$ cat src/hdl/ccl_pkg.sv
package ccl_pkg;

    localparam int COUNT_BITS = 32;
    localparam int OUT_BITS   = 32;

    localparam logic [7:0] CH_NUL    = 8'h00;
    localparam logic [7:0] CH_TAB    = 8'h09;
    localparam logic [7:0] CH_NL     = 8'h0A;
    localparam logic [7:0] CH_SPACE  = 8'h20;
    localparam logic [7:0] CH_DQUOTE = 8'h22;
    localparam logic [7:0] CH_SQUOTE = 8'h27;
    localparam logic [7:0] CH_STAR   = 8'h2A;
    localparam logic [7:0] CH_SLASH  = 8'h2F;
    localparam logic [7:0] CH_BSLASH = 8'h5C;

    typedef logic [COUNT_BITS-1:0] t_cnt;
    typedef logic [OUT_BITS-1:0]   t_out;

    typedef struct packed {
        logic       eof;
        logic [7:0] byte_req;
    } t_item;

    typedef struct packed {
        t_out total_lines;
        t_out total_chars;
        t_out file_lines;
        t_out file_chars;
    } t_result;

    typedef struct packed {
        logic slash_pending;
        logic inside_comment;
        logic comment_star_seen;
        logic inside_string;
        logic inside_char_literal;
        logic escape_pending;
    } t_flags;

    function automatic t_cnt sat_add(input t_cnt a, input t_cnt b);
        logic [COUNT_BITS:0] s;
        s = {1'b0, a} + {1'b0, b};
        return s[COUNT_BITS] ? {COUNT_BITS{1'b1}} : s[COUNT_BITS-1:0];
    endfunction

    function automatic t_out to_out(input t_cnt a);
        logic [COUNT_BITS+OUT_BITS-1:0] w;
        w = {{OUT_BITS{1'b0}}, a};
        return w[OUT_BITS-1:0];
    endfunction

endpackage

$ cat src/hdl/c_source_char_line_counter_top.sv
// an end-of-file transaction passes the input and output registers before o_m_tvalid rises
// data bytes give no result and leave the core in the cycle after acceptance
// throughput: one transaction per cycle, set by the single-pass counter update
// the core stalls only when an end-of-file meets a result not yet taken
// reset: synchronous active-low i_rst_n clears all counters, flags, the mode bit and valids
module c_source_char_line_counter_top (
    input  logic         i_clk,
    input  logic         i_rst_n,
    input  logic         i_cfg_wr_en,
    input  logic         i_cfg_wr_data,
    input  logic         i_s_tvalid,
    output logic         o_s_tready,
    input  logic [7:0]   i_s_tdata,   // byte_req
    input  logic         i_s_tuser,   // eof
    output logic         o_m_tvalid,
    input  logic         i_m_tready,
    output logic [127:0] o_m_tdata    // file_chars, file_lines, total_chars, total_lines
);
    import ccl_pkg::*;

    t_item   s_item;
    t_item   in_item;
    logic    in_valid;
    logic    advance;
    logic    res_valid;
    logic    out_ready;
    t_result core_result;
    t_result out_result;
    t_flags  flags;

    assign s_item.eof      = i_s_tuser;
    assign s_item.byte_req = i_s_tdata;

    ccl_in_stage u_in (
        .i_clk     (i_clk),
        .i_rst_n   (i_rst_n),
        .i_valid   (i_s_tvalid),
        .o_ready   (o_s_tready),
        .i_item    (s_item),
        .i_advance (advance),
        .o_valid   (in_valid),
        .o_item    (in_item)
    );

    ccl_core u_core (
        .i_clk         (i_clk),
        .i_rst_n       (i_rst_n),
        .i_cfg_wr_en   (i_cfg_wr_en),
        .i_cfg_wr_data (i_cfg_wr_data),
        .i_valid       (in_valid),
        .i_item        (in_item),
        .i_out_ready   (out_ready),
        .o_advance     (advance),
        .o_res_valid   (res_valid),
        .o_result      (core_result),
        .o_flags       (flags)
    );

    ccl_out_stage u_out (
        .i_clk    (i_clk),
        .i_rst_n  (i_rst_n),
        .i_valid  (res_valid),
        .i_result (core_result),
        .o_ready  (out_ready),
        .o_valid  (o_m_tvalid),
        .o_result (out_result),
        .i_ready  (i_m_tready)
    );

    assign o_m_tdata = out_result;

`ifndef SYNTHESIS
    a_no_overwrite: assert property (@(posedge i_clk) disable iff (!i_rst_n)
        res_valid |-> out_ready)
        else $error("result produced while output register full");

    a_literal_excl: assert property (@(posedge i_clk) disable iff (!i_rst_n)
        !(flags.inside_string && flags.inside_char_literal))
        else $error("inside string and char literal at once");

    a_star_in_comment: assert property (@(posedge i_clk) disable iff (!i_rst_n)
        flags.comment_star_seen |-> flags.inside_comment)
        else $error("comment star flag outside comment");

    a_slash_not_comment: assert property (@(posedge i_clk) disable iff (!i_rst_n)
        !(flags.slash_pending && flags.inside_comment))
        else $error("slash pending inside comment");

    a_eof_clears: assert property (@(posedge i_clk) disable iff (!i_rst_n)
        res_valid |=> (flags == '0))
        else $error("per-file flags not cleared after end of file");
`endif

endmodule

$ cat src/hdl/ccl_in_stage.sv
module ccl_in_stage (
    input  logic          i_clk,
    input  logic          i_rst_n,
    input  logic          i_valid,
    output logic          o_ready,
    input  ccl_pkg::t_item i_item,
    input  logic          i_advance,
    output logic          o_valid,
    output ccl_pkg::t_item o_item
);
    import ccl_pkg::*;

    logic  r_valid;
    logic  n_valid;
    t_item r_item;

    assign o_ready = !r_valid || i_advance;
    assign n_valid = (i_valid && o_ready) ? 1'b1 : (i_advance ? 1'b0 : r_valid);

    always_ff @(posedge i_clk) begin
        if (!i_rst_n) begin
            r_valid <= 1'b0;
        end else begin
            r_valid <= n_valid;
        end
    end

    always_ff @(posedge i_clk) begin
        if (i_valid && o_ready) begin
            r_item <= i_item;
        end
    end

    assign o_valid = r_valid;
    assign o_item  = r_item;

endmodule

$ cat src/hdl/ccl_core.sv
module ccl_core (
    input  logic             i_clk,
    input  logic             i_rst_n,
    input  logic             i_cfg_wr_en,
    input  logic             i_cfg_wr_data,
    input  logic             i_valid,
    input  ccl_pkg::t_item   i_item,
    input  logic             i_out_ready,
    output logic             o_advance,
    output logic             o_res_valid,
    output ccl_pkg::t_result o_result,
    output ccl_pkg::t_flags  o_flags
);
    import ccl_pkg::*;

    logic   r_strip;
    t_cnt   r_char, n_char;
    t_cnt   r_line, n_line;
    t_cnt   r_cln, n_cln;
    t_cnt   r_sum_c, n_sum_c;
    t_cnt   r_sum_l, n_sum_l;
    t_flags r_flags, n_flags;

    t_cnt       v_file_c;
    t_cnt       v_char;
    logic [1:0] v_inc;
    logic       v_do_strip;
    logic       v_lit;
    logic [7:0] c;

    assign c           = i_item.byte_req;
    assign o_advance   = i_valid && (!i_item.eof || i_out_ready);
    assign o_res_valid = o_advance && i_item.eof;

    always_comb begin
        n_char     = r_char;
        n_line     = r_line;
        n_cln      = r_cln;
        n_sum_c    = r_sum_c;
        n_sum_l    = r_sum_l;
        n_flags    = r_flags;
        v_inc      = 2'd0;
        v_do_strip = 1'b0;
        v_lit      = r_flags.inside_string || r_flags.inside_char_literal;
        v_file_c   = sat_add(r_char, t_cnt'(r_flags.slash_pending));
        v_char     = r_char;

        if (i_item.eof) begin
            n_sum_c = sat_add(r_sum_c, v_file_c);
            n_sum_l = sat_add(r_sum_l, r_line);
            n_char  = '0;
            n_line  = '0;
            n_cln   = '0;
            n_flags = '0;
        end else if (!r_strip) begin
            n_char = sat_add(r_char, t_cnt'(1));
            if (c == CH_NL) begin
                n_line = sat_add(r_line, t_cnt'(1));
                n_cln  = n_char;
            end
        end else if (r_flags.escape_pending) begin
            n_flags.escape_pending = 1'b0;
        end else if (r_flags.inside_comment) begin
            if (c == CH_NUL || (r_flags.comment_star_seen && c == CH_SLASH)) begin
                n_flags.inside_comment    = 1'b0;
                n_flags.comment_star_seen = 1'b0;
            end else begin
                n_flags.comment_star_seen = (c == CH_STAR);
            end
        end else if (r_flags.slash_pending) begin
            n_flags.slash_pending = 1'b0;
            if (c == CH_STAR) begin
                n_flags.inside_comment    = 1'b1;
                n_flags.comment_star_seen = 1'b0;
            end else begin
                v_char     = v_file_c;
                v_do_strip = 1'b1;
            end
        end else begin
            v_do_strip = 1'b1;
        end

        if (v_do_strip) begin
            if (c == CH_NL) begin
                if (v_char > r_cln) begin
                    n_line = sat_add(r_line, t_cnt'(1));
                end
                n_cln = v_char;
            end
            if (!v_lit && c == CH_SLASH) begin
                n_flags.slash_pending = 1'b1;
            end else if (!v_lit && (c == CH_NL || c == CH_TAB || c == CH_SPACE)) begin
                v_inc = 2'd0;
            end else begin
                if (c == CH_DQUOTE && !r_flags.inside_char_literal) begin
                    n_flags.inside_string = !r_flags.inside_string;
                end
                if (c == CH_SQUOTE && !r_flags.inside_string) begin
                    n_flags.inside_char_literal = !r_flags.inside_char_literal;
                end
                if (c == CH_BSLASH) begin
                    v_inc                  = 2'd2;
                    n_flags.escape_pending = 1'b1;
                end else begin
                    v_inc = 2'd1;
                end
            end
            // pending slash is in v_char too; add it and this byte's count to r_char
            n_char = sat_add(r_char, t_cnt'(r_flags.slash_pending) + t_cnt'(v_inc));
        end
    end

    always_ff @(posedge i_clk) begin
        if (!i_rst_n) begin
            r_strip <= 1'b0;
            r_char  <= '0;
            r_line  <= '0;
            r_cln   <= '0;
            r_sum_c <= '0;
            r_sum_l <= '0;
            r_flags <= '0;
        end else begin
            if (i_cfg_wr_en) begin
                r_strip <= i_cfg_wr_data;
            end
            if (o_advance) begin
                r_char  <= n_char;
                r_line  <= n_line;
                r_cln   <= n_cln;
                r_sum_c <= n_sum_c;
                r_sum_l <= n_sum_l;
                r_flags <= n_flags;
            end
        end
    end

    assign o_result.file_chars  = to_out(v_file_c);
    assign o_result.file_lines  = to_out(r_line);
    assign o_result.total_chars = to_out(n_sum_c);
    assign o_result.total_lines = to_out(n_sum_l);
    assign o_flags              = r_flags;

endmodule

$ cat src/hdl/ccl_out_stage.sv
module ccl_out_stage (
    input  logic             i_clk,
    input  logic             i_rst_n,
    input  logic             i_valid,
    input  ccl_pkg::t_result i_result,
    output logic             o_ready,
    output logic             o_valid,
    output ccl_pkg::t_result o_result,
    input  logic             i_ready
);
    import ccl_pkg::*;

    logic    r_valid;
    logic    n_valid;
    t_result r_result;

    assign o_ready = !r_valid || i_ready;
    assign n_valid = i_valid ? 1'b1 : (i_ready ? 1'b0 : r_valid);

    always_ff @(posedge i_clk) begin
        if (!i_rst_n) begin
            r_valid <= 1'b0;
        end else begin
            r_valid <= n_valid;
        end
    end

    always_ff @(posedge i_clk) begin
        if (i_valid) begin
            r_result <= i_result;
        end
    end

    assign o_valid  = r_valid;
    assign o_result = r_result;

endmodule
$ cat config.mk
export PLATFORM = sky130hd
export DESIGN_NAME = c_source_char_line_counter_top
export DESIGN_NICKNAME = d
export VERILOG_FILES = /design/src/hdl/ccl_pkg.sv /design/src/hdl/c_source_char_line_counter_top.sv /design/src/hdl/ccl_in_stage.sv /design/src/hdl/ccl_core.sv /design/src/hdl/ccl_out_stage.sv
export SDC_FILE = /design/constraint.sdc
export NUM_CORES = 1
export LEC_CHECK = 0
export BUFFER_PORTS_ARGS = -buffer_cell sky130_fd_sc_hd__buf_4
export CAP_MARGIN = 40
export CELL_PAD_IN_SITES_DETAIL_PLACEMENT = 0
export CELL_PAD_IN_SITES_GLOBAL_PLACEMENT = 1
export CORE_MARGIN = 10
export CORE_UTILIZATION = 47
export DETAILED_ROUTE_END_ITERATION = 12
export PLACE_DENSITY = 0.86
export SYNTH_ARGS = -nofsm -noshare
export SYNTH_HDL_FRONTEND = slang
export SYNTH_SLANG_ARGS = --single-unit
$ cat constraint.sdc
create_clock -name i_clk -period 7.2 [get_ports i_clk]
set_input_delay 0.72 -clock i_clk [delete_from_list [all_inputs] [get_ports i_clk]]
set_output_delay 0.72 -clock i_clk [all_outputs]
set_load 0.005 [all_outputs]
==> results.yml <==
min_path:
  min_from: "i_s_tdata[0]"
  holdPathStages: 1
  min_path_type: "in2reg"
  holdPathEnd: "u_in.o_item[0]$_DFFE_PP_"
sta:
  setup_viol: 0
  hold_viol_final: 0
  maxSlewHeadroom_pct: 38.8
  slew_viol_final: 0
  min_period_ns: 5.66
  grt_setup_unrepaired: "false"
  finClkSkew_ns: 0.0229
  tns_ns: 0
  max_freq_ghz: 0.177
  fin_crit_sh_pct: 78.7
  worst-slew-pin-transition_ns: 0.918
placement:
  hpwl_um: 42900
  portBuffers: 144
  routabilityCongestion: 0.955
critical_path:
  arrival_ns: 5.92
  worstSetupStartpointType: "flop"
  rr_worst_depth: 14
  reg2reg_from: "u_core.r_char[0]$_SDFFE_PN0P_"
  path_class: "reg2reg"
  r2r-end: "u_out.o_result[88]$_DFFE_PP_"
  cp.required_ns: 7.46
  endpoint_kind: "flop"
  reg2reg_slack_ns: 1.54
  cp_max_fo: 48
clock_network:
  clock_path_buffers: 3
  clkLatencyLatePin_ns: 0.57
  clkSlewWorstSetupHoldPaths_ns: 0.06
  ctsHoldBuffers: 0
  cts.sinks: 306
  h-tree-depth: 2
  post-cts-setup-buffers: 0
  numCtsBuffers: 36
  post_cts_resized: 0
  cts_tree: "built"
  cts-root-buf: "clkbuf_16"
yosys:
  syn-num-nets: 2335
  ys_seq_area_share_pct: 38.9
  synthDistinctLibCells: 93
  netlist_area_um2: 19300
  synthCells: 2212
  synth_area_leaders: "edfxtp_1, dfxtp_1, ha_1, a21oi_1, o21ai_0"
  synth_edf_count: 137
  yosys.area.top_type: "edfxtp_1"
  synthTopCellsByCount: "a21oi_1, nor2_1, nand2_1"
  yosysWarnings: 0
  syn_avg_cell_area_um2: 8.71
  synth_top_area_share_pct: 21.4
  ys_ff_latch: 306
  yosysMostFrequentCell: "a21oi_1"
  synth_ff_type: "dfxtp_1"
  async_flop_share_pct: 0
drt:
  routed_wl_um: 60800
  drtPass1Iterations: 5
  drtAntennaViolNets: 0
  vias: 17748
  drc: 0
  wire_per_inst_um: 21.4
  drt_iter0_markers: 1765
  viasPerCell: 6.25
floorplanning:
  coreArea_um2: 40600
  die_height_um: 222
  rows: 74
  die_area_um2: 49500
  die_w_um: 222
  start_util_pct: 47.4
  ios: 145
cells_and_area:
  nets: 2403
  area_delta_synth_final_pct: 13.9
  antenna_cells: 0
  fin_util_pct: 54.0
  drive_gt1_share_pct: 13.4
pwr:
  p_per_area_nw_per_um2: 191
  leakage_uw: 0.00890
  vdd_ir_drop_max_mv: 0.166
run_status:
  outcome: "complete, no violations"
global_route:
  grt_pass1_vias: 16345
  grt_start_max_net_pins: 150
  antenna_found_initial: 0
  grtUsageTotal_pct: 23.4
  overflow: 0
  grt_pass1_wl_um: 93900
flow_run:
  drv_cap: 0
==> worst max path at each step <==
stage                                   start                        endpoint  slack (ns)  cells after the start
2_1_floorplan                      i_m_tready     u_out.o_result[0]$_DFFE_PP_        1.45                      7
3_3_place_gp    u_core.r_char[7]$_SDFFE_PN0P_  u_core.r_sum_c[9]$_SDFFE_PN0P_        1.46                     13
3_5_place_dp   u_core.o_flags[5]$_SDFFE_PN0P_    u_out.o_result[90]$_DFFE_PP_        1.61                     14
4_1_cts         u_core.r_char[0]$_SDFFE_PN0P_    u_out.o_result[89]$_DFFE_PP_        1.59                     14
5_1_grt         u_core.r_char[0]$_SDFFE_PN0P_    u_out.o_result[93]$_DFFE_PP_        1.20                     14
6_report        u_core.r_char[0]$_SDFFE_PN0P_    u_out.o_result[88]$_DFFE_PP_        1.54                     14
==> power by group <==
group / leakage, µW / internal [µW] / switching (µW)
clock: 0.000574 / 1090 / 770
combinational: 0.00558 / 155 / 251
sequential: 0.00274 / 1870 / 48.1
==> stage by stage <==
stage          area [µm²]  hold WS [ns]  worst slack (ns)  instances  power [µW]
2_1_floorplan       19300         0.433              1.45       2212        2210
3_3_place_gp        20600         0.451              1.46       2764        2340
3_5_place_dp        20700         0.459              1.61       2773        2350
4_1_cts             21900         0.314              1.59       2838        4220
5_1_grt             21900         0.318              1.20       2839        4340
6_report            21900         0.340              1.54       2839        4190
==> cells in the final DEF (no fill, tap or decap), types with 11 or more instances in the layout <==
cell	instances
a211oi_1	11
a21o_1	34
a21oi_1	233
a221o_1	27
a31oi_1	56
and3_1	45
buf_4	172
clkbuf_16	36
dfxtp_1	169
edfxtp_1	137
ha_1	105
inv_1	67
nand2_1	191
nand2b_1	18
nand3_1	57
nand4_1	22
nor2_1	198
nor2b_1	11
nor3_1	52
o211ai_1	18
o21ai_0	172
o21ai_1	19
o221a_2	32
o22a_1	35
o31ai_1	16
or3_1	14
xnor2_1	86
xor2_1	41
==> logic make-up (layout without fill, tap and decap cells) <==
logic type,after synthesis,after routing,share of synthesized area [%]
compound gates,770,770,26.3
xor+xnor,127,127,5.77
fa+ha+maj,108,108,7.13
buf+inv,217,312,4.63
flops,306,306,38.9
mux,6,6,0.325
simple gates,678,678,16.9
==> sequential cells by signal, indices dropped and copies added (netlist names) <==
signal / flops
u_out.o_result: 128
u_core.r_cln: 32
u_core.r_line: 32
u_core.r_strip: 1
u_core.r_sum_l: 32
u_in.o_item: 9
u_core.o_flags: 6
u_in.o_valid: 1
u_core.r_sum_c: 32
u_core.r_char: 32
u_out.o_valid: 1
==> layout make-up <==
class	instances	area [µm²]
Sequential cell	306	7500
Multi-Input combinational cell	1689	10900
Timing Repair Buffer	179	1420
Clock buffer	45	955
Fill cell	3741	18700
Tap cell	532	666
Inverter	68	255
Clock inverter	20	240
==> routing by layer <==
metal / global-route usage [%] / vias to the layer above / routed length [µm]
li1: - / 8403 / -
met1: 30.8 / 8533 / 26300
met2: 37.9 / 704 / 28400
met3: 3.74 / 108 / 4130
met4: 8.59 / 0 / 1890
met5: 0 / - / 0
==> critical path: stages, from the launching register on <==
cell	delay, ns
dfxtp_1	0.39
ha_1	0.25
ha_1	0.29
nand2_1	0.35
or4_4	0.60
nand2b_1	0.31
ha_1	0.32
fa_1	0.43
a211oi_1	0.30
o211ai_1	0.19
a211oi_1	0.45
nor2_1	0.21
a31oi_1	0.36
o21a_1	0.71
a31oi_1	0.19
(Power assumes the default switching activity.)
